`src/design/bcdc_pkg.sv`:
```
// Package for the packed BCD / binary converter.
// Holds the beat types, width constants and the small arithmetic helpers.
// No dependencies.
package bcdc_pkg;

    localparam int PAIR_COUNT = 4;
    localparam int PAIR_W     = 7;
    localparam int VALUE_W    = 27;
    localparam int WORD_W     = 32;
    localparam int RECIP_W    = 29;
    localparam int RECIP_SHIFT = 34;

    localparam logic [VALUE_W-1:0] DEC_LIMIT = 27'd100000000;
    localparam logic [RECIP_W-1:0] RECIP_100 = 29'd171798692;

    typedef enum logic
    {
        OP_DECODE = 1'b0,
        OP_ENCODE = 1'b1
    } bcdc_op_t;

    typedef struct packed
    {
        bcdc_op_t            op;
        logic [WORD_W-1:0]   bcd_word;
        logic [VALUE_W-1:0]  binary_value;
    } bcdc_in_t;

    typedef struct packed
    {
        logic [VALUE_W-1:0]  result_value;
        logic [WORD_W-1:0]   result_bcd;
        logic                digits_valid;
    } bcdc_out_t;

    typedef logic [PAIR_W-1:0] bcdc_pair_t;

    typedef struct packed
    {
        bcdc_op_t                         op;
        logic                             ok;
        logic                             big_endian;
        logic [VALUE_W-1:0]               acc;
        bcdc_pair_t [PAIR_COUNT-1:0]      pairs;
    } bcdc_beat_t;

    function automatic logic [VALUE_W-1:0] times100(input logic [VALUE_W-1:0] x);
        return (x << 6) + (x << 5) + (x << 2);
    endfunction

    function automatic bcdc_pair_t nibbles_to_pair(input logic [3:0] hi, input logic [3:0] lo);
        logic [PAIR_W-1:0] h;
        h = {3'b000, hi};
        return (h << 3) + (h << 1) + {3'b000, lo};
    endfunction

    function automatic logic [7:0] pair_to_bcd(input bcdc_pair_t p);
        logic [13:0] prod;
        logic [3:0]  tens;
        logic [PAIR_W-1:0] ones;
        prod = {7'd0, p} * 14'd103;
        tens = prod[13:10];
        ones = p - ({3'b000, tens} << 3) - ({3'b000, tens} << 1);
        return {tens, ones[3:0]};
    endfunction

endpackage

```
`src/design/bcdc_prep.sv`:
```
// Input stage of the converter: digit checks, digit pair values, range reduction.
// Depends on bcdc_pkg.
module bcdc_prep
    import bcdc_pkg::*;
(
    input  logic        clk,
    input  logic        rst_n,
    input  logic        in_vld,
    input  bcdc_in_t    cmd,
    input  logic        big_endian,
    output logic        out_vld,
    output bcdc_beat_t  out_beat
);

    logic       vld_reg;
    bcdc_beat_t beat_reg;
    bcdc_beat_t beat_next;

    always_comb
    begin
        logic [7:0] byte_k;
        logic       ok;
        beat_next            = '0;
        beat_next.op         = cmd.op;
        beat_next.big_endian = big_endian;
        ok = 1'b1;
        for (int k = 0; k < PAIR_COUNT; k++)
        begin
            byte_k = cmd.bcd_word[8*k +: 8];
            if (byte_k[7:4] > 4'd9 || byte_k[3:0] > 4'd9)
            begin
                ok = 1'b0;
            end
            if (big_endian)
            begin
                beat_next.pairs[k] = nibbles_to_pair(byte_k[7:4], byte_k[3:0]);
            end
            else
            begin
                beat_next.pairs[PAIR_COUNT-1-k] = nibbles_to_pair(byte_k[7:4], byte_k[3:0]);
            end
        end
        if (cmd.op == OP_ENCODE)
        begin
            beat_next.ok    = 1'b1;
            beat_next.pairs = '0;
            if (cmd.binary_value >= DEC_LIMIT)
            begin
                beat_next.acc = cmd.binary_value - DEC_LIMIT;
            end
            else
            begin
                beat_next.acc = cmd.binary_value;
            end
        end
        else
        begin
            beat_next.ok  = ok;
            beat_next.acc = '0;
        end
    end

    always_ff @(posedge clk or negedge rst_n)
    begin
        if (!rst_n)
        begin
            vld_reg <= 1'b0;
        end
        else
        begin
            vld_reg <= in_vld;
        end
    end

    always_ff @(posedge clk)
    begin
        beat_reg <= beat_next;
    end

    assign out_vld  = vld_reg;
    assign out_beat = beat_reg;

endmodule

```
`config.mk`:
```
export PLATFORM = sky130hd
export DESIGN_NAME = bcdc_prep
export DESIGN_NICKNAME = d
export VERILOG_FILES = /design/src/design/bcdc_pkg.sv /design/src/design/bcdc_prep.sv
export SDC_FILE = /design/constraint.sdc
export NUM_CORES = 1
export LEC_CHECK = 0
export ABC_CLOCK_PERIOD_IN_PS = 800
export BUFFER_PORTS_ARGS = -buffer_cell sky130_fd_sc_hd__buf_2
export CORE_ASPECT_RATIO = 1.1
export CORE_UTILIZATION = 30
export DETAILED_ROUTE_END_ITERATION = 7
export GPL_ROUTABILITY_DRIVEN = 0
export PLACE_DENSITY = 0.53
export SLEW_MARGIN = 5
export SYNTH_ARGS = -nofsm -noshare
export SYNTH_HDL_FRONTEND = slang
export SYNTH_SLANG_ARGS = --single-unit
```
`constraint.sdc`:
```
create_clock -name clk -period 0.8 [get_ports clk]
set_input_delay 0.16 -clock clk [delete_from_list [all_inputs] [get_ports clk]]
set_output_delay 0.16 -clock clk [all_outputs]
set_load 0.1 [all_outputs]
```
==> results.json, run 1 <==
{
  "status": "complete, but fails checks",
  "violations": "negative setup slack",
  "synth_cells": 348,
  "die-width_um": 102,
  "max-slew-margin-rel_pct": 79.2,
  "dr_total_vias": 3298,
  "seq_area_frac_synth_pct": 36.2,
  "synth_top_family_by_area": "simple AND/OR/NAND/NOR gates",
  "start_kind": "input pin",
  "cp_data_required_time_ns": 1.01,
  "rows": 39,
  "pre_cts_slack_ns": -1.17,
  "max_freq_ghz": 0.622,
  "syn_nets": 450,
  "antennaDiodeCount": 0,
  "antenna_left": 0,
  "grt_max_degree": 30,
  "io_buffers": 122,
  "synth-xor-area-share_pct": 2.94,
  "critPathKind": "in2reg",
  "synth_top_area_share_pct": 35.4,
  "holdPathStages": 1,
  "synth_area_leader_cell": "dfxtp_1",
  "synth-main-ff-cell": "dfxtp_1",
  "overflow": 0,
  "setup_ws_ns": -0.808,
  "min_path_type": "in2reg",
  "yosys.area_share.simple_pct": 16.7,
  "cts_tree": "yes",
  "drc_errors": 0,
  "yosysWarnings": 0,
  "io_pins": 123,
  "tightest_slew_ns": 0.311,
  "tns_ns": -31.27,
  "synthArstFlopShare_pct": 1.69,
  "synth_fa_ha_area_share_pct": 16.3,
  "multi_input_area_mm2": 0.00251,
  "cp.arrival_ns": 1.82,
  "drive_gt1_share_pct": 67.1,
  "dp_hpwl_um": 7620,
  "grt_first_pass_wirelength_um": 16600,
  "antenna_found_initial": 0,
  "drv_cap": 0,
  "drtPass1Iterations": 4,
  "ys_ff_latch": 59,
  "finalCritPeriodShare_pct": 201,
  "grt_util_met2_pct": 34.6,
  "nets": 656,
  "syn2layout_area_growth_pct": 111,
  "rsz0062_at_grt": "yes",
  "drt_wl_total_um": 10300,
  "wl_per_cell_um": 14.7,
  "seq_area_mm2": 0.00126,
  "synth_area_leaders": "dfxtp_1 35%, ha_1 11%, mux2i_1 6.7%",
  "core_mm2": 0.0105,
  "synth_compound_area_share_pct": 15.1,
  "use_met3_pct": 6.28,
  "clk_pin_slew_ns": 0.05,
  "netlist-cell-type-count": 48,
  "synth_edf_count": 0,
  "htreeDepth": 3,
  "vdd_ir_drop_max_uv": 1400,
  "final_max_slew_viol_count": 0,
  "viasPerCell": 4.70,
  "avgSynthCellArea_um2": 9.43,
  "synthesis.area_mm2": 0.00328,
  "fillers": 774,
  "drt_iter0_drc": 62,
  "hold_viol_final": 0,
  "end_kind": "flip-flop",
  "cts-root-buf": "clkbuf_16",
  "utilization_pct": 65.9,
  "cts.path.max_buffers": 2,
  "p_leak_nw": 3.00,
  "finalHoldWorstSlack_ns": 0.0231,
  "min_period_ns": 1.61,
  "cts.sinks": 59,
  "track_usage_pct": 19.1,
  "crit_path_max_fanout": 2,
  "synthMuxAreaShare_pct": 6.71,
  "die_h_um": 112,
  "whs_endpoint": "out_beat[55]",
  "first_global_vias": 3438,
  "start_util_pct": 31.3,
  "hp-start": "big_endian",
  "grt-busiest-layer": "met2",
  "numCtsBuffers": 9,
  "p_per_area_mw_per_mm2": 2000,
  "finalSetupViolCount": 94,
  "grtUsageMet1_pct": 20.6,
  "dieArea_mm2": 0.0114
}
## power by group
group          internal (mW)  switching [mW]  total [mW]  leakage [nW]
clock                   3.12            1.39        4.51         0.169
sequential              3.28           0.227        3.51         0.509
combinational           2.51            3.32        5.82          2.32
total                   8.90            4.94        13.8          3.00
## cell usage in the layout (no fill, tap or decap), types with 5 or more instances in the layout
master / count
clkbuf_16: 9
or3_1: 7
buf_6: 27
or3_4: 5
buf_12: 64
mux2i_1: 22
inv_4: 6
buf_4: 62
buf_8: 11
nand2_1: 8
nor2b_1: 7
nor2_1: 25
buf_2: 41
and2_1: 12
xnor2_2: 7
fa_2: 7
o21a_1: 5
ha_1: 9
o21ai_1: 11
dfxtp_2: 58
o21ai_0: 9
inv_2: 7
ha_4: 18
inv_1: 20
a21boi_1: 7
## flip-flops by register name, summed over array words and instances, names as in the netlist
name,flops
out_vld,1
out_beat,58
## logic make-up (layout without fill, tap and decap cells)
family                     Yosys count  after routing
buffers and inverters               49            260
adders and majority gates           38             38
AOI/OAI and AO/OA                   72             72
muxes                               22             22
DFF                                 59             59
xor gates and xnor gates            11             11
and+or+nand+nor                     97             97
## cell usage after synthesis (2+ instances only)
master / n
ha_1: 30
or4_1: 2
nand3b_1: 4
nand3_1: 6
a211oi_1: 4
o21ai_1: 5
nand2b_1: 3
and2_1: 12
o21a_1: 5
nand2_1: 10
or3_1: 12
buf_6: 2
mux2i_1: 22
o22ai_1: 2
fa_1: 8
a21boi_1: 9
nor4_1: 2
dfxtp_1: 58
inv_1: 37
a21oi_1: 12
nor2b_1: 9
a21o_1: 4
xnor2_1: 11
o31ai_1: 3
nand4_1: 3
o2111ai_1: 2
o21ai_0: 16
clkbuf_1: 9
nor2_1: 27
## timing repair
item                       in CTS  in global routing
pin swaps                      39                 36
hold buffers                    2                  0
cloned                          0                  0
setup buffers                   7                  8
hold endpoints to repair        2                  0
gates resized for setup        87                 64
setup endpoints to repair      95                 96
## how the worst max path moves through the flow
stage / startpoint / endpoint
5_1_grt: cmd[54] / out_beat[26]
3_5_place_dp: cmd[49] / out_beat[13]
4_1_cts: cmd[54] / out_beat[6]
6_report: cmd[49] / out_beat[13]
2_1_floorplan: cmd[41] / out_beat[20]
3_3_place_gp: cmd[41] / out_beat[19]
## critical path, stage by stage
cell,delay [ns]
buf_8,0.09
inv_8,0.03
fa_2,0.59
fa_2,0.22
nor2b_1,0.05
o21a_1,0.19
or3_4,0.34
nand3b_1,0.09
a21oi_1,0.06
## per-layer routing
layer / wire [µm] / vias to the layer above
li1: - / 1624
met1: 4000 / 1550
met2: 5440 / 109
met3: 690 / 15
met4: 199 / 0
met5: 0 / -
## cell type report
| type | count | share of cell area, % |
|---|---|---|
| multi-input combinational | 240 | 36.2 |
| inverter | 37 | 2.69 |
| sequential | 59 | 18.2 |
| timing repair buffer | 207 | 35.3 |
| clock buffer | 11 | 3.51 |
| tap | 143 | 2.59 |
| clock inverter | 5 | 1.45 |
## metrics by stage
stage,area (µm²),std cells,power [mW]
after floorplan,3720,348,6.68
after global placement,5890,675,8.79
after detailed placement,5890,675,8.85
after CTS,6640,699,13.7
after global routing,6920,702,14.4
final,6920,702,13.8
No activity file was read; power rests on OpenSTA's default activity.
==> run 2, diff against run 1 <==
--- a/config.mk
+++ b/config.mk
@@ -12,6 +12,7 @@
 export DETAILED_ROUTE_END_ITERATION = 7
 export GPL_ROUTABILITY_DRIVEN = 0
 export PLACE_DENSITY = 0.53
+export SETUP_SLACK_MARGIN = 0.2
 export SLEW_MARGIN = 5
 export SYNTH_ARGS = -nofsm -noshare
 export SYNTH_HDL_FRONTEND = slang
==> constraint.sdc (replaced) <==
create_clock -name clk -period 0.8 [get_ports clk]
set_input_delay 0.04 -clock clk [delete_from_list [all_inputs] [get_ports clk]]
set_output_delay 0.04 -clock clk [all_outputs]
set_load 0.1 [all_outputs]
==> results.json, run 2 (synthesis results as in run 1) <==
{
  "status": "complete, but fails checks",
  "violations": "negative hold slack, negative setup slack",
  "clk_pin_slew_ns": 0.05,
  "finalCritPeriodShare_pct": 186,
  "start_kind": "input pin",
  "min_period_ns": 1.49,
  "drt_wl_total_um": 10200,
  "hp-start": "cmd[5]",
  "io_pins": 123,
  "cp_data_required_time_ns": 1.01,
  "antenna_found_initial": 0,
  "hold_viol_final": 9,
  "final_common_cell": "buf_4",
  "antennaDiodeCount": 0,
  "cts.path.max_buffers": 2,
  "end_kind": "flip-flop",
  "overflow": 0,
  "whs_endpoint": "out_beat[33]",
  "tns_ns": -21.80,
  "dp_cells": 676,
  "io_buffers": 122,
  "grt_first_pass_wirelength_um": 16600,
  "track_usage_pct": 18.8,
  "drive_gt1_share_pct": 65.1,
  "rows": 39,
  "max_freq_ghz": 0.672,
  "core_mm2": 0.0105,
  "critPathKind": "in2reg",
  "finalHoldWorstSlack_ns": -0.0638,
  "antenna_left": 0,
  "dr_total_vias": 3324,
  "min_path_type": "in2reg",
  "htreeDepth": 3,
  "syn2layout_area_growth_pct": 117,
  "drv_cap": 0,
  "start_util_pct": 31.3,
  "rsz0062_at_grt": "yes",
  "placed_area_mm2": 0.00605,
  "viasPerCell": 4.66,
  "fin_area_mm2": 0.00712,
  "p_leak_nw": 3.09,
  "drt_iter0_drc": 42,
  "vdd_ir_drop_max_uv": 992,
  "crit_path_max_fanout": 2,
  "max-slew-margin-rel_pct": 75.7,
  "stdcell_count": 714,
  "grt_max_degree": 29,
  "wl_per_cell_um": 14.3,
  "setup_ws_ns": -0.687,
  "cts_tree": "yes",
  "finalSetupViolCount": 94,
  "tightest_slew_ns": 0.364,
  "final_cell_mix": "71 x buf_4, 64 x buf_12, 58 x dfxtp_4",
  "drtPass1Iterations": 4,
  "dp_hpwl_um": 7690,
  "dieArea_mm2": 0.0114,
  "p_per_area_mw_per_mm2": 1820,
  "numCtsBuffers": 9,
  "hold_buffers": 5,
  "largest_reg_flops": 58,
  "die-width_um": 102,
  "first_global_vias": 3607,
  "die_h_um": 112,
  "nets": 668,
  "drc_errors": 0,
  "final_max_slew_viol_count": 0,
  "holdPathStages": 2,
  "cp.arrival_ns": 1.70,
  "cts.sinks": 59,
  "cts-root-buf": "clkbuf_16"
}
-- run 2: cell count changes in the layout (fill, tap and decap cells not counted), sizes merged --
cell,delta
bufinv,-2
clkinvlp,+1
clkinv,+1
dlymetal6s4s,+3
inv,+1
buf,+8
-- run 2: layout make-up --
type	instances	area (µm²)
Multi-Input combinational cell	240	2450
Tap cell	143	179
Inverter	37	179
Fill cell	781	3370
Clock buffer	10	229
Timing Repair Buffer	219	2620
Clock inverter	6	56.3
Sequential cell	59	1410
-- run 2: power breakdown --
| part | switching (mW) | internal (mW) |
|---|---|---|
| combinational | 3.28 | 2.54 |
| clock | 1.32 | 2.38 |
| sequential | 0.217 | 3.22 |
-- run 2: through the flow --
| stage | utilization, % | hold WS, ns | total power, mW | setup slack (ns) |
|---|---|---|---|---|
| after detailed placement | 57.7 | -0.180 | 8.79 | -1.08 |
| after global routing | 67.9 | -0.0540 | 13.5 | -0.730 |
| after global placement | 57.7 | -0.185 | 8.72 | -1.02 |
| after CTS | 64.9 | -0.0774 | 12.9 | -0.664 |
| final | 67.9 | -0.0638 | 13.0 | -0.687 |
| after floorplan | - | -0.256 | 6.66 | -0.798 |
-- run 2: repair_timing --
action                                  CTS  global route
pin swaps                                38            45
buffers inserted                          6            10
gates cloned                              1             0
endpoints found under the setup margin   99           101
resized for setup                        85            67
endpoints found under the hold margin    14             6
-- run 2: how the worst max path moves through the flow --
| stage | start | endpoint | slack [ns] |
|---|---|---|---|
| 5_1_grt | cmd[38] | out_beat[20] | -0.73 |
| 2_1_floorplan | cmd[41] | out_beat[20] | -0.80 |
| 3_3_place_gp | cmd[9] | out_beat[39] | -1.02 |
| 6_report | cmd[54] | out_beat[6] | -0.69 |
| 3_5_place_dp | cmd[57] | out_beat[26] | -1.08 |
| 4_1_cts | cmd[54] | out_beat[27] | -0.66 |
-- run 2: per-layer routing --
metal | GRT usage [%] | wire length [µm] | vias up
li1 | - | - | 1647
met1 | 19.9 | 3820 | 1559
met2 | 34.2 | 5560 | 103
met3 | 6.15 | 661 | 15
met4 | 6.86 | 186 | 0
met5 | 0 | 0 | -
-- run 2: critical path, cell delays in order --
cell and delay (ns):
buf_8 0.08, inv_4 0.03, fa_1 0.54, buf_4 0.11, fa_2 0.20, nor2b_2 0.04
o21a_1 0.17, or3_1 0.33, nand3b_1 0.10, a21oi_1 0.06
