$ cat src/design/bcdc_pkg.sv
// Package for the packed BCD / binary converter.
// Holds the beat types, width constants and the small arithmetic helpers.
// No dependencies.
package bcdc_pkg;

    localparam int PAIR_COUNT = 4;
    localparam int PAIR_W     = 7;
    localparam int VALUE_W    = 27;
    localparam int WORD_W     = 32;
    localparam int RECIP_W    = 29;
    localparam int RECIP_SHIFT = 34;

    localparam logic [VALUE_W-1:0] DEC_LIMIT = 27'd100000000;
    localparam logic [RECIP_W-1:0] RECIP_100 = 29'd171798692;

    typedef enum logic
    {
        OP_DECODE = 1'b0,
        OP_ENCODE = 1'b1
    } bcdc_op_t;

    typedef struct packed
    {
        bcdc_op_t            op;
        logic [WORD_W-1:0]   bcd_word;
        logic [VALUE_W-1:0]  binary_value;
    } bcdc_in_t;

    typedef struct packed
    {
        logic [VALUE_W-1:0]  result_value;
        logic [WORD_W-1:0]   result_bcd;
        logic                digits_valid;
    } bcdc_out_t;

    typedef logic [PAIR_W-1:0] bcdc_pair_t;

    typedef struct packed
    {
        bcdc_op_t                         op;
        logic                             ok;
        logic                             big_endian;
        logic [VALUE_W-1:0]               acc;
        bcdc_pair_t [PAIR_COUNT-1:0]      pairs;
    } bcdc_beat_t;

    function automatic logic [VALUE_W-1:0] times100(input logic [VALUE_W-1:0] x);
        return (x << 6) + (x << 5) + (x << 2);
    endfunction

    function automatic bcdc_pair_t nibbles_to_pair(input logic [3:0] hi, input logic [3:0] lo);
        logic [PAIR_W-1:0] h;
        h = {3'b000, hi};
        return (h << 3) + (h << 1) + {3'b000, lo};
    endfunction

    function automatic logic [7:0] pair_to_bcd(input bcdc_pair_t p);
        logic [13:0] prod;
        logic [3:0]  tens;
        logic [PAIR_W-1:0] ones;
        prod = {7'd0, p} * 14'd103;
        tens = prod[13:10];
        ones = p - ({3'b000, tens} << 3) - ({3'b000, tens} << 1);
        return {tens, ones[3:0]};
    endfunction

endpackage

$ cat src/design/bcdc_pack.sv
// Output stage of the converter: packs digit pairs into BCD bytes and forms the result.
// Depends on bcdc_pkg.
module bcdc_pack
    import bcdc_pkg::*;
(
    input  logic        clk,
    input  logic        rst_n,
    input  logic        in_vld,
    input  bcdc_beat_t  in_beat,
    output logic        done,
    output bcdc_out_t   result
);

    logic      done_reg;
    bcdc_out_t result_reg;
    bcdc_out_t result_next;

    always_comb
    begin
        result_next = '0;
        if (in_beat.op == OP_ENCODE)
        begin
            result_next.digits_valid = 1'b1;
            for (int k = 0; k < PAIR_COUNT; k++)
            begin
                if (in_beat.big_endian)
                begin
                    result_next.result_bcd[8*k +: 8] =
                        pair_to_bcd(in_beat.pairs[PAIR_COUNT-1-k]);
                end
                else
                begin
                    result_next.result_bcd[8*k +: 8] = pair_to_bcd(in_beat.pairs[k]);
                end
            end
        end
        else
        begin
            result_next.digits_valid = in_beat.ok;
            result_next.result_value = in_beat.ok ? in_beat.acc : '0;
        end
    end

    always_ff @(posedge clk or negedge rst_n)
    begin
        if (!rst_n)
        begin
            done_reg <= 1'b0;
        end
        else
        begin
            done_reg <= in_vld;
        end
    end

    always_ff @(posedge clk)
    begin
        result_reg <= result_next;
    end

    assign done   = done_reg;
    assign result = result_reg;

endmodule

$ cat config.mk
export PLATFORM = sky130hd
export DESIGN_NAME = bcdc_pack
export DESIGN_NICKNAME = d
export VERILOG_FILES = /design/src/design/bcdc_pkg.sv /design/src/design/bcdc_pack.sv
export SDC_FILE = /design/constraint.sdc
export NUM_CORES = 1
export LEC_CHECK = 0
export BUFFER_PORTS_ARGS = -buffer_cell sky130_fd_sc_hd__buf_2
export CAP_MARGIN = 20
export CORE_ASPECT_RATIO = 1.2
export CORE_UTILIZATION = 52
export CTS_BUF_LIST = sky130_fd_sc_hd__clkbuf_4
export CTS_CLUSTER_SIZE = 20
export DETAILED_ROUTE_END_ITERATION = 6
export PLACE_DENSITY = 0.78
export SYNTH_ARGS = -nofsm -noshare
export SYNTH_HDL_FRONTEND = slang
export SYNTH_SLANG_ARGS = --single-unit
$ cat constraint.sdc
create_clock -name clk -period 0.8 [get_ports clk]
set_clock_uncertainty 0.1 [all_clocks]
set_input_delay 0 -clock clk [delete_from_list [all_inputs] [get_ports clk]]
set_output_delay 0 -clock clk [all_outputs]
set_load 0.1 [all_outputs]
==> summary.md, run 1 <==
| Metric | Value |
|---|---|
| EDFF count, synth | `0` |
| Cell Area, Synth | `0.00603 mm²` |
| Num rows | `42` |
| Async S/R FF share, synth | `1.64%` |
| Unique masters post-synth | `53` |
| Flops & latches, synth | `61` |
| Status | `did not finish` |
| Root Buffer Master | `clkbuf_4` |
| Worst EP post-GRT repair | `result[20]$_SDFF_PN0_/D` |
| CTS H-tree lvls | `3` |
| RD Place Congestion | `0.943` |
| Last stage the flow got to | `global routing (5_1_grt)` |
| Number of top-level pins | `122` |
| Top_reg_cell synth | `dfxtp_1` |
| Most frequent cells after synthesis | `ha_1, inv_1, dfxtp_1, nand2_1, and2_1` |
| Post-detail-place hpwl | `15.6 mm` |
| Post-synth top area cell | `ha_1` |
| Yosys Warn Count | `0` |
| CTS buffer count | `9` |
| Worst ep type | `sequential cell input` |
| Most area-consuming cells after synthesis | `ha_1, dfxtp_1, fa_1, inv_1, and2_1` |
| Most common cell in the netlist | `ha_1` |
| Die Height | `120 µm` |
| Post-place instance area | `0.00938 mm²` |
| Share of the synthesized area in the top cell type | `33.6%` |
| Sequential area share after synthesis | `20.3%` |
| Setup WS pre-CTS | `-3.74 ns` |
| Number of buffer cells added on primary ports | `121` |
| Clock Sinks | `61` |
| Die W | `100 µm` |
| Largest net degree at the start of global routing | `28` |
| Syn_nets | `884` |
| CTS max path bufs | `2` |
| Cell count after synthesis | `629` |
| Avg Inst Size Synth | `9.59 µm²` |
| Initial Util | `54.1%` |
| Run-stopping error | `[ERROR DPL-0038] Utilization greater than 100%, impossible to legalize` |
[timing repair]
item | 4_1_cts
resized for setup | 105
hold endpoints to repair | 59
hold buffers | 32
buffers inserted | 39
pin swaps | 75
endpoints found under the setup margin | 92
[per-stage QoR]
step / std cells / hold WS, ns / util [%]
after floorplan: 629 / -0.396 / -
after detailed placement: 1034 / -0.324 / 84.2
after global placement: 1034 / -0.325 / 84.2
after CTS: 1115 / -0.104 / 95.1
[kinds of logic after synthesis]
kind of cell | Yosys count | share of synthesized area, %
AOI/OAI and AO/OA | 93 | 10.7
xor gates and xnor gates | 36 | 5.58
adders and majority gates | 194 | 44.2
buffers and inverters | 101 | 6.31
DFF | 61 | 20.3
muxes | 10 | 1.68
and+or+nand+nor | 134 | 11.2
==> run 2, diff against run 1 <==
--- a/config.mk
+++ b/config.mk
@@ -7,12 +7,9 @@
 export LEC_CHECK = 0
 export BUFFER_PORTS_ARGS = -buffer_cell sky130_fd_sc_hd__buf_2
 export CAP_MARGIN = 20
-export CORE_ASPECT_RATIO = 1.2
-export CORE_UTILIZATION = 52
-export CTS_BUF_LIST = sky130_fd_sc_hd__clkbuf_4
-export CTS_CLUSTER_SIZE = 20
+export CORE_UTILIZATION = 40
 export DETAILED_ROUTE_END_ITERATION = 6
-export PLACE_DENSITY = 0.78
+export PLACE_DENSITY_LB_ADDON = 0.15
 export SYNTH_ARGS = -nofsm -noshare
 export SYNTH_HDL_FRONTEND = slang
 export SYNTH_SLANG_ARGS = --single-unit
==> constraint.sdc (replaced) <==
create_clock -name clk -period 1.04 [get_ports clk]
set_clock_uncertainty 0.1 [all_clocks]
set_input_delay 0 -clock clk [delete_from_list [all_inputs] [get_ports clk]]
set_output_delay 0 -clock clk [all_outputs]
set_load 0.1 [all_outputs]
==> summary.md, run 2 <==
| Metric | Value |
|---|---|
| CTS max path bufs | `2 (unchanged)` |
| Number of top-level pins | `122 (unchanged)` |
| Initial Util | `41.2% (-13 points)` |
| Tcrit/Tclk final | `385%` |
| Layout Nets | `1204` |
| Layout cell share with drive strength beyond 1 | `48.6%` |
| Status | `complete, but fails checks` |
| Hold path endpoint | `result[49]$_SDFF_PP0_` |
| Congestion Overflow GR | `0` |
| Number of buffer cells added on primary ports | `121 (unchanged)` |
| Max-cap violations | `0` |
| Avg Inst Size Synth | `9.59 µm² (unchanged)` |
| Psw | `11.0 mW` |
| DRT Pass-1 Iters | `6` |
| Post-route ant nets | `0` |
| Crit path time final | `4.00 ns` |
| RD Place Congestion | `0.882 (-6.4%)` |
| Rel. slew slack | `53.9%` |
| Commonest non-fill, non-tap cell in the layout | `buf_4` |
| Vias | `5736` |
| CP Class | `primary input to register` |
| Hold-critical path depth | `3` |
| Layout Cells excl Fill | `1138` |
| Critical path arrival | `4.10 ns` |
| Async S/R FF share, synth | `1.64% (unchanged)` |
| Comb pwr share | `75.5%` |
| Final setup margin | `-2.96 ns` |
| All-Layer GR Usage | `23.9%` |
| Fin util | `75.7%` |
| Final setup viols | `28` |
| CTS buffer count | `9 (unchanged)` |
| CTS H-tree lvls | `3 (unchanged)` |
| Max Slew Vio Count | `0` |
| Final Hold Fails | `0` |
| Clock-pin slew on the worst setup and hold paths | `0.05 ns` |
| Hold Crit Class | `primary input to register` |
| Met1 Track Usage GR | `25.4%` |
| Most common cell in the netlist | `ha_1` |
| Wire length per cell | `16.6 µm` |
| RSZ-0062 raised after global routing | `true` |
| Syn_nets | `884 (unchanged)` |
| Vias in the first global route | `6219` |
| Initial antenna violation count | `0` |
| Setup WS pre-CTS | `-3.38 ns (+0.358 ns)` |
| Most frequent cells after synthesis | `ha_1, inv_1, dfxtp_1, nand2_1, and2_1` |
| Most area-consuming cells after synthesis | `ha_1, dfxtp_1, fa_1, inv_1, and2_1` |
| Clock group share of total power | `11.8%` |
| CP required | `1.14 ns` |
| Sequential area share after synthesis | `20.3% (unchanged)` |
| EDFF count, synth | `0 (unchanged)` |
| Most used routing layer | `met2` |
| Post-synth top area cell | `ha_1` |
| Post-detail-place hpwl | `13.6 mm (-12%)` |
| Area delta synth->final | `83.8%` |
| Vias per cell | `5.04` |
| Unique masters post-synth | `53 (unchanged)` |
| Sequential power share | `12.7%` |
| GR Util met3 | `3.99%` |
| Worst Hold Launch | `in_beat[57]` |
| Least-Margin Pin Slew | `0.691 ns` |
| Wirelength, routed | `18.8 mm` |
| Violated checks | `DRC, setup timing` |
| Cell count after synthesis | `629 (unchanged)` |
| Worst setup EP type | `register` |
| Met2 GRT Util | `46.6%` |
| Top_reg_cell synth | `dfxtp_1` |
| Fmax achieved | `0.250 GHz` |
| Die W | `125 µm (+24%)` |
| Num rows | `44 (+4.8%)` |
| Cell Area, Synth | `0.00603 mm² (unchanged)` |
| Root Buffer Master | `clkbuf_16` |
| Crit Path Max Fanout | `4` |
| Setup TNS Final | `-66.35 ns` |
| Share of the synthesized area in the top cell type | `33.6% (unchanged)` |
| Worst vdd ir | `2130 µV` |
| Sw frac | `44.1%` |
| Clock Sinks | `61 (unchanged)` |
| Post-place instance area | `0.00932 mm² (-0.56%)` |
| Initial drt markers | `179` |
| Max reg flops | `60` |
| Core box area | `0.0146 mm²` |
| Design area | `0.0111 mm²` |
| Most frequent cells in the layout | `buf_4, ha_1, buf_12` |
| First-pass GRT wire length | `29.5 mm` |
| Placed Cells | `1062 (+2.7%)` |
| Die Height | `125 µm (+4.0%)` |
| Leakage power | `5.29 nW` |
| Pwr Density | `2260 mW/mm²` |
| DRC Markers | `4` |
| Flops & latches, synth | `61 (unchanged)` |
| CTS tree | `built` |
| Largest net degree at the start of global routing | `26` |
| Die area | `0.0156 mm²` |
| Startpoint types | `primary input` |
| Antenna Cells | `0` |
| Internal | `14.0 mW` |
| Yosys Warn Count | `0 (unchanged)` |
[run 2: per-stage QoR]
stage,power (mW),hold slack (ns)
3_3_place_gp,17.9,-0.325
3_5_place_dp,18.3,-0.324
2_1_floorplan,12.6,-0.396
4_1_cts,23.6,0.0283
6_report,25.0,0.0574
5_1_grt,26.4,0.0683
[run 2: cells by family (layout without fill, tap and decap cells)]
| group | Yosys count | count (layout) | synth area share [%] |
|---|---|---|---|
| mux | 10 | 10 | 1.68 |
| compound gates | 93 | 93 | 10.7 |
| xor+xnor | 36 | 36 | 5.58 |
| buf+inv | 101 | 426 | 6.31 |
| simple gates | 134 | 134 | 11.2 |
| fa+ha+maj | 194 | 194 | 44.2 |
| flops | 61 | 61 | 20.3 |
[run 2: cell type report]
class / count / area, µm²
fill: 905 / 3560
clock inverter: 4 / 47.5
inverter: 91 / 377
sequential: 61 / 1230
clock buffer: 12 / 246
multi-input combinational: 467 / 5600
tap: 184 / 230
timing repair buffer: 319 / 3350
[run 2: what timing repair did]
action | CTS | global route
hold buffers | 31 | 0
pin swaps | 88 | 80
resized for setup | 123 | 77
setup buffers | 42 | 18
hold endpoints to repair | 30 | 0
cloned | 0 | 0
endpoints found under the setup margin | 28 | 30
[run 2: worst max path at each step]
stage	from	end	slack [ns]	cells past startpoint
floorplan	in_beat[14]	result[20]$_SDFF_PN0_	-3.01	23
global placement	in_beat[14]	result[20]$_SDFF_PN0_	-3.20	24
detailed placement	in_beat[8]	result[20]$_SDFF_PN0_	-3.38	22
CTS	in_beat[15]	result[12]$_SDFF_PN0_	-2.92	23
global route	in_beat[14]	result[20]$_SDFF_PN0_	-3.17	24
finish	in_beat[15]	result[12]$_SDFF_PN0_	-2.96	23
[run 2: power by group through the flow]
stage | combinational, mW | sequential (mW) | clock, mW
after floorplan | 6.58 | 6.00 | 0
after detailed placement | 15.1 | 3.23 | 0
after global placement | 14.7 | 3.22 | 0
after global routing | 20.1 | 3.21 | 3.12
final | 18.9 | 3.18 | 2.95
after CTS | 17.4 | 3.18 | 2.99
[run 2: per-layer routing]
| metal | vias to the layer above | wire length, µm |
|---|---|---|
| li1 | 2772 | - |
| met1 | 2766 | 7270 |
| met2 | 146 | 10300 |
| met3 | 52 | 607 |
| met4 | 0 | 648 |
| met5 | - | 0 |
[run 2: worst max-delay path, cell delays in order]
cell and delay [ns]:
buf_8 0.11, ha_4 0.27, inv_4 0.04, ha_4 0.25
inv_2 0.03, fa_1 0.46, fa_1 0.52, inv_2 0.06
ha_4 0.25, a211oi_4 0.23, o21bai_1 0.12, nor2_1 0.15
o21bai_1 0.10, a21oi_2 0.14, xor2_1 0.21, inv_1 0.11
ha_4 0.28, and2_4 0.15, nor2_1 0.04, mux2i_1 0.12
a32oi_1 0.13, xnor2_1 0.24, o22ai_1 0.11
Power figures use the tool's default switching activity.
==> run 3, diff against run 2 <==
--- a/config.mk
+++ b/config.mk
@@ -10,6 +10,8 @@
 export CORE_UTILIZATION = 40
 export DETAILED_ROUTE_END_ITERATION = 6
 export PLACE_DENSITY_LB_ADDON = 0.15
+export RECOVER_POWER = 100
+export REMOVE_ABC_BUFFERS = 1
 export SYNTH_ARGS = -nofsm -noshare
 export SYNTH_HDL_FRONTEND = slang
 export SYNTH_SLANG_ARGS = --single-unit
==> summary.md, run 3 (same netlist as run 2, synthesis figures left out) <==
| Metric | Value |
|---|---|
| Status | `complete, but fails checks` |
| Violated checks | `DRC, setup timing` |
| Fin util | `74.4% (-1.3 points)` |
| Rel. slew slack | `72.5% (+19 points)` |
| Hold Crit Class | `primary input to register` |
| Vias | `5859 (+2.1%)` |
| Clock Sinks | `61 (unchanged)` |
| CTS max path bufs | `2 (unchanged)` |
| Core box area | `0.0146 mm² (unchanged)` |
| Layout Nets | `1230 (+2.2%)` |
| Die W | `125 µm (unchanged)` |
| Initial antenna violation count | `0 (unchanged)` |
| CP required | `1.13 ns (about the same)` |
| Critical Path Max Stage Delay | `0.54 ns (+0.02 ns)` |
| Pwr Density | `2360 mW/mm² (+4.5%)` |
| All-Layer GR Usage | `25.1% (+1.2 points)` |
| Family with the most delay on the worst path | `adder cells` |
| CTS H-tree lvls | `3 (unchanged)` |
| Setup WS pre-CTS | `-3.58 ns (-0.198 ns)` |
| Crit Path Max Fanout | `4 (unchanged)` |
| Initial drt markers | `221 (+23%)` |
| Wirelength, routed | `20.2 mm (+7.1%)` |
| CP Class | `primary input to register` |
| Leakage power | `5.29 nW (about the same)` |
| Number of top-level pins | `122 (unchanged)` |
| Worst setup EP type | `register` |
| Post-route ant nets | `0 (unchanged)` |
| DRC Markers | `8 (+4)` |
| Buffers & Inverters on Critical Path | `5 (unchanged)` |
| Final setup margin | `-3.03 ns (-0.0702 ns)` |
| Least-Margin Pin Slew | `0.411 ns (-0.280 ns)` |
| Number of buffer cells added on primary ports | `121 (unchanged)` |
| Wire length per cell | `17.3 µm (+4.7%)` |
| CTS buffer count | `9 (unchanged)` |
| Antenna Cells | `0 (unchanged)` |
| Congestion Overflow GR | `0 (unchanged)` |
| Hold-critical path depth | `5 (+2)` |
| Hold_ws | `0.0327 ns (-0.0247 ns)` |
| Hold path endpoint | `result[25]$_SDFF_PN0_` |
| RD Place Congestion | `0.901 (+2.1%)` |
| Commonest non-fill, non-tap cell in the layout | `buf_4` |
| Vias in the first global route | `6338 (+1.9%)` |
| Final setup viols | `28 (unchanged)` |
| CTS tree | `built` |
| Worst Hold Launch | `in_beat[22]` |
| Num rows | `44 (unchanged)` |
| Root Buffer Master | `clkbuf_16` |
| Setup TNS Final | `-66.34 ns (+0.00900 ns)` |
| Final Hold Fails | `0 (unchanged)` |
| Tcrit/Tclk final | `392% (+6.7 points)` |
| Initial Util | `41.2% (unchanged)` |
| Worst path depth | `23 (unchanged)` |
| Placed Cells | `1073 (+1.0%)` |
| Post-detail-place hpwl | `12.9 mm (-5.4%)` |
| CP max stage cell | `fa_1` |
| Startpoint types | `primary input` |
| Die Height | `125 µm (unchanged)` |
| Max-cap violations | `0 (unchanged)` |
| Most frequent cells in the layout | `buf_4, ha_1, buf_6` |
| Most frequent CP cell | `ha_4` |
| Vias per cell | `5.03 (-0.14%)` |
| Area delta synth->final | `80.5%` |
| DRT Pass-1 Iters | `6 (unchanged)` |
| Fmax achieved | `0.246 GHz (-1.7%)` |
| RSZ-0062 raised after global routing | `true` |
| Max Slew Vio Count | `0 (unchanged)` |
| Clock-pin slew on the worst setup and hold paths | `0.06 ns (about the same)` |
| Crit path time final | `4.07 ns (+0.0702 ns)` |
| Max reg flops | `60 (unchanged)` |
| Layout cell share with drive strength beyond 1 | `52.2% (+3.6 points)` |
| First-pass GRT wire length | `31.1 mm (+5.2%)` |
| Largest net degree at the start of global routing | `28 (+7.7%)` |
| Layout Cells excl Fill | `1164 (+2.3%)` |
| Critical path arrival | `4.16 ns (+0.06 ns)` |
| Worst vdd ir | `2360 µV (+11%)` |
| Crit-path cells | `buf_8, buf_6, ha_4, inv_2, fa_1, inv_2, fa_1, ha_4, ha_4, a211oi_2, o21bai_1, nor2_1, o21bai_1, a21oi_2, xor2_1, inv_1, ha_4, and2_4, nor2_2, mux2i_1, a32oi_1, xnor2_1, o22ai_1` |
| Die area | `0.0156 mm² (unchanged)` |
## run 3: cell count changes in the layout (fill, tap and decap cells not counted), moves of 3 or more
| cell | before | now |
|---|---|---|
| a21boi_1 | 7 | 4 |
| a21oi_1 | 9 | 6 |
| buf_12 | 64 | 2 |
| buf_4 | 144 | 162 |
| buf_6 | 29 | 95 |
| buf_8 | 10 | 7 |
| clkbuf_4 | 0 | 4 |
| ha_1 | 112 | 101 |
| ha_4 | 49 | 58 |
| inv_2 | 18 | 23 |
| inv_4 | 8 | 5 |
| nor2_1 | 24 | 17 |
| nor2_2 | 2 | 8 |
## run 3: through the flow
step	instance area (µm²)	power, mW
final	10900	25.7
after global routing	10900	27.1
after CTS	11100	24.6
after detailed placement	8890	17.1
after global placement	8890	16.8
after floorplan	5990	11.5
## run 3: per-layer routing
layer  up-vias  track usage, %  wire [µm]
met1      2845            27.1       7810
met3        57            3.39        563
met5         -               0          0
met2       136            49.9      11100
li1       2821               -          -
met4         0            7.63        689
## run 3: report_power, final
| group | switching (mW) | total [mW] | internal (mW) |
|---|---|---|---|
| Sequential | 0.222 | 3.00 | 2.78 |
| Clock | 1.15 | 3.26 | 2.11 |
| Combinational | 10.3 | 19.4 | 9.15 |
| Total | 11.6 | 25.7 | 14.0 |
## run 3: final cells by class
class                   instances  area [µm²]
inverters                      91         354
clock inverters                 7        98.8
fillers                       938        3760
flip-flops and latches         61        1230
clock buffers                   9         225
well taps                     184         230
multi-input cells             467        5750
repair buffers                345        3000
## run 3: timing repair
item | 4_1_cts | 5_1_grt
endpoints found under the hold margin | 32 | 0
resized for setup | 219 | 88
buffers inserted | 62 | 19
pin swaps | 125 | 88
hold buffers | 33 | 0
endpoints found under the setup margin | 30 | 40
cloned | 0 | 1
## run 3: worst max path at each step
stage          slack [ns]   startpoint               endpoint
2_1_floorplan       -3.25  in_beat[14]  result[20]$_SDFF_PN0_
3_3_place_gp        -3.39   in_beat[9]  result[20]$_SDFF_PN0_
3_5_place_dp        -3.58  in_beat[14]  result[20]$_SDFF_PN0_
4_1_cts             -2.90  in_beat[15]  result[20]$_SDFF_PN0_
5_1_grt             -3.18  in_beat[15]  result[20]$_SDFF_PN0_
6_report            -3.03  in_beat[15]  result[20]$_SDFF_PN0_
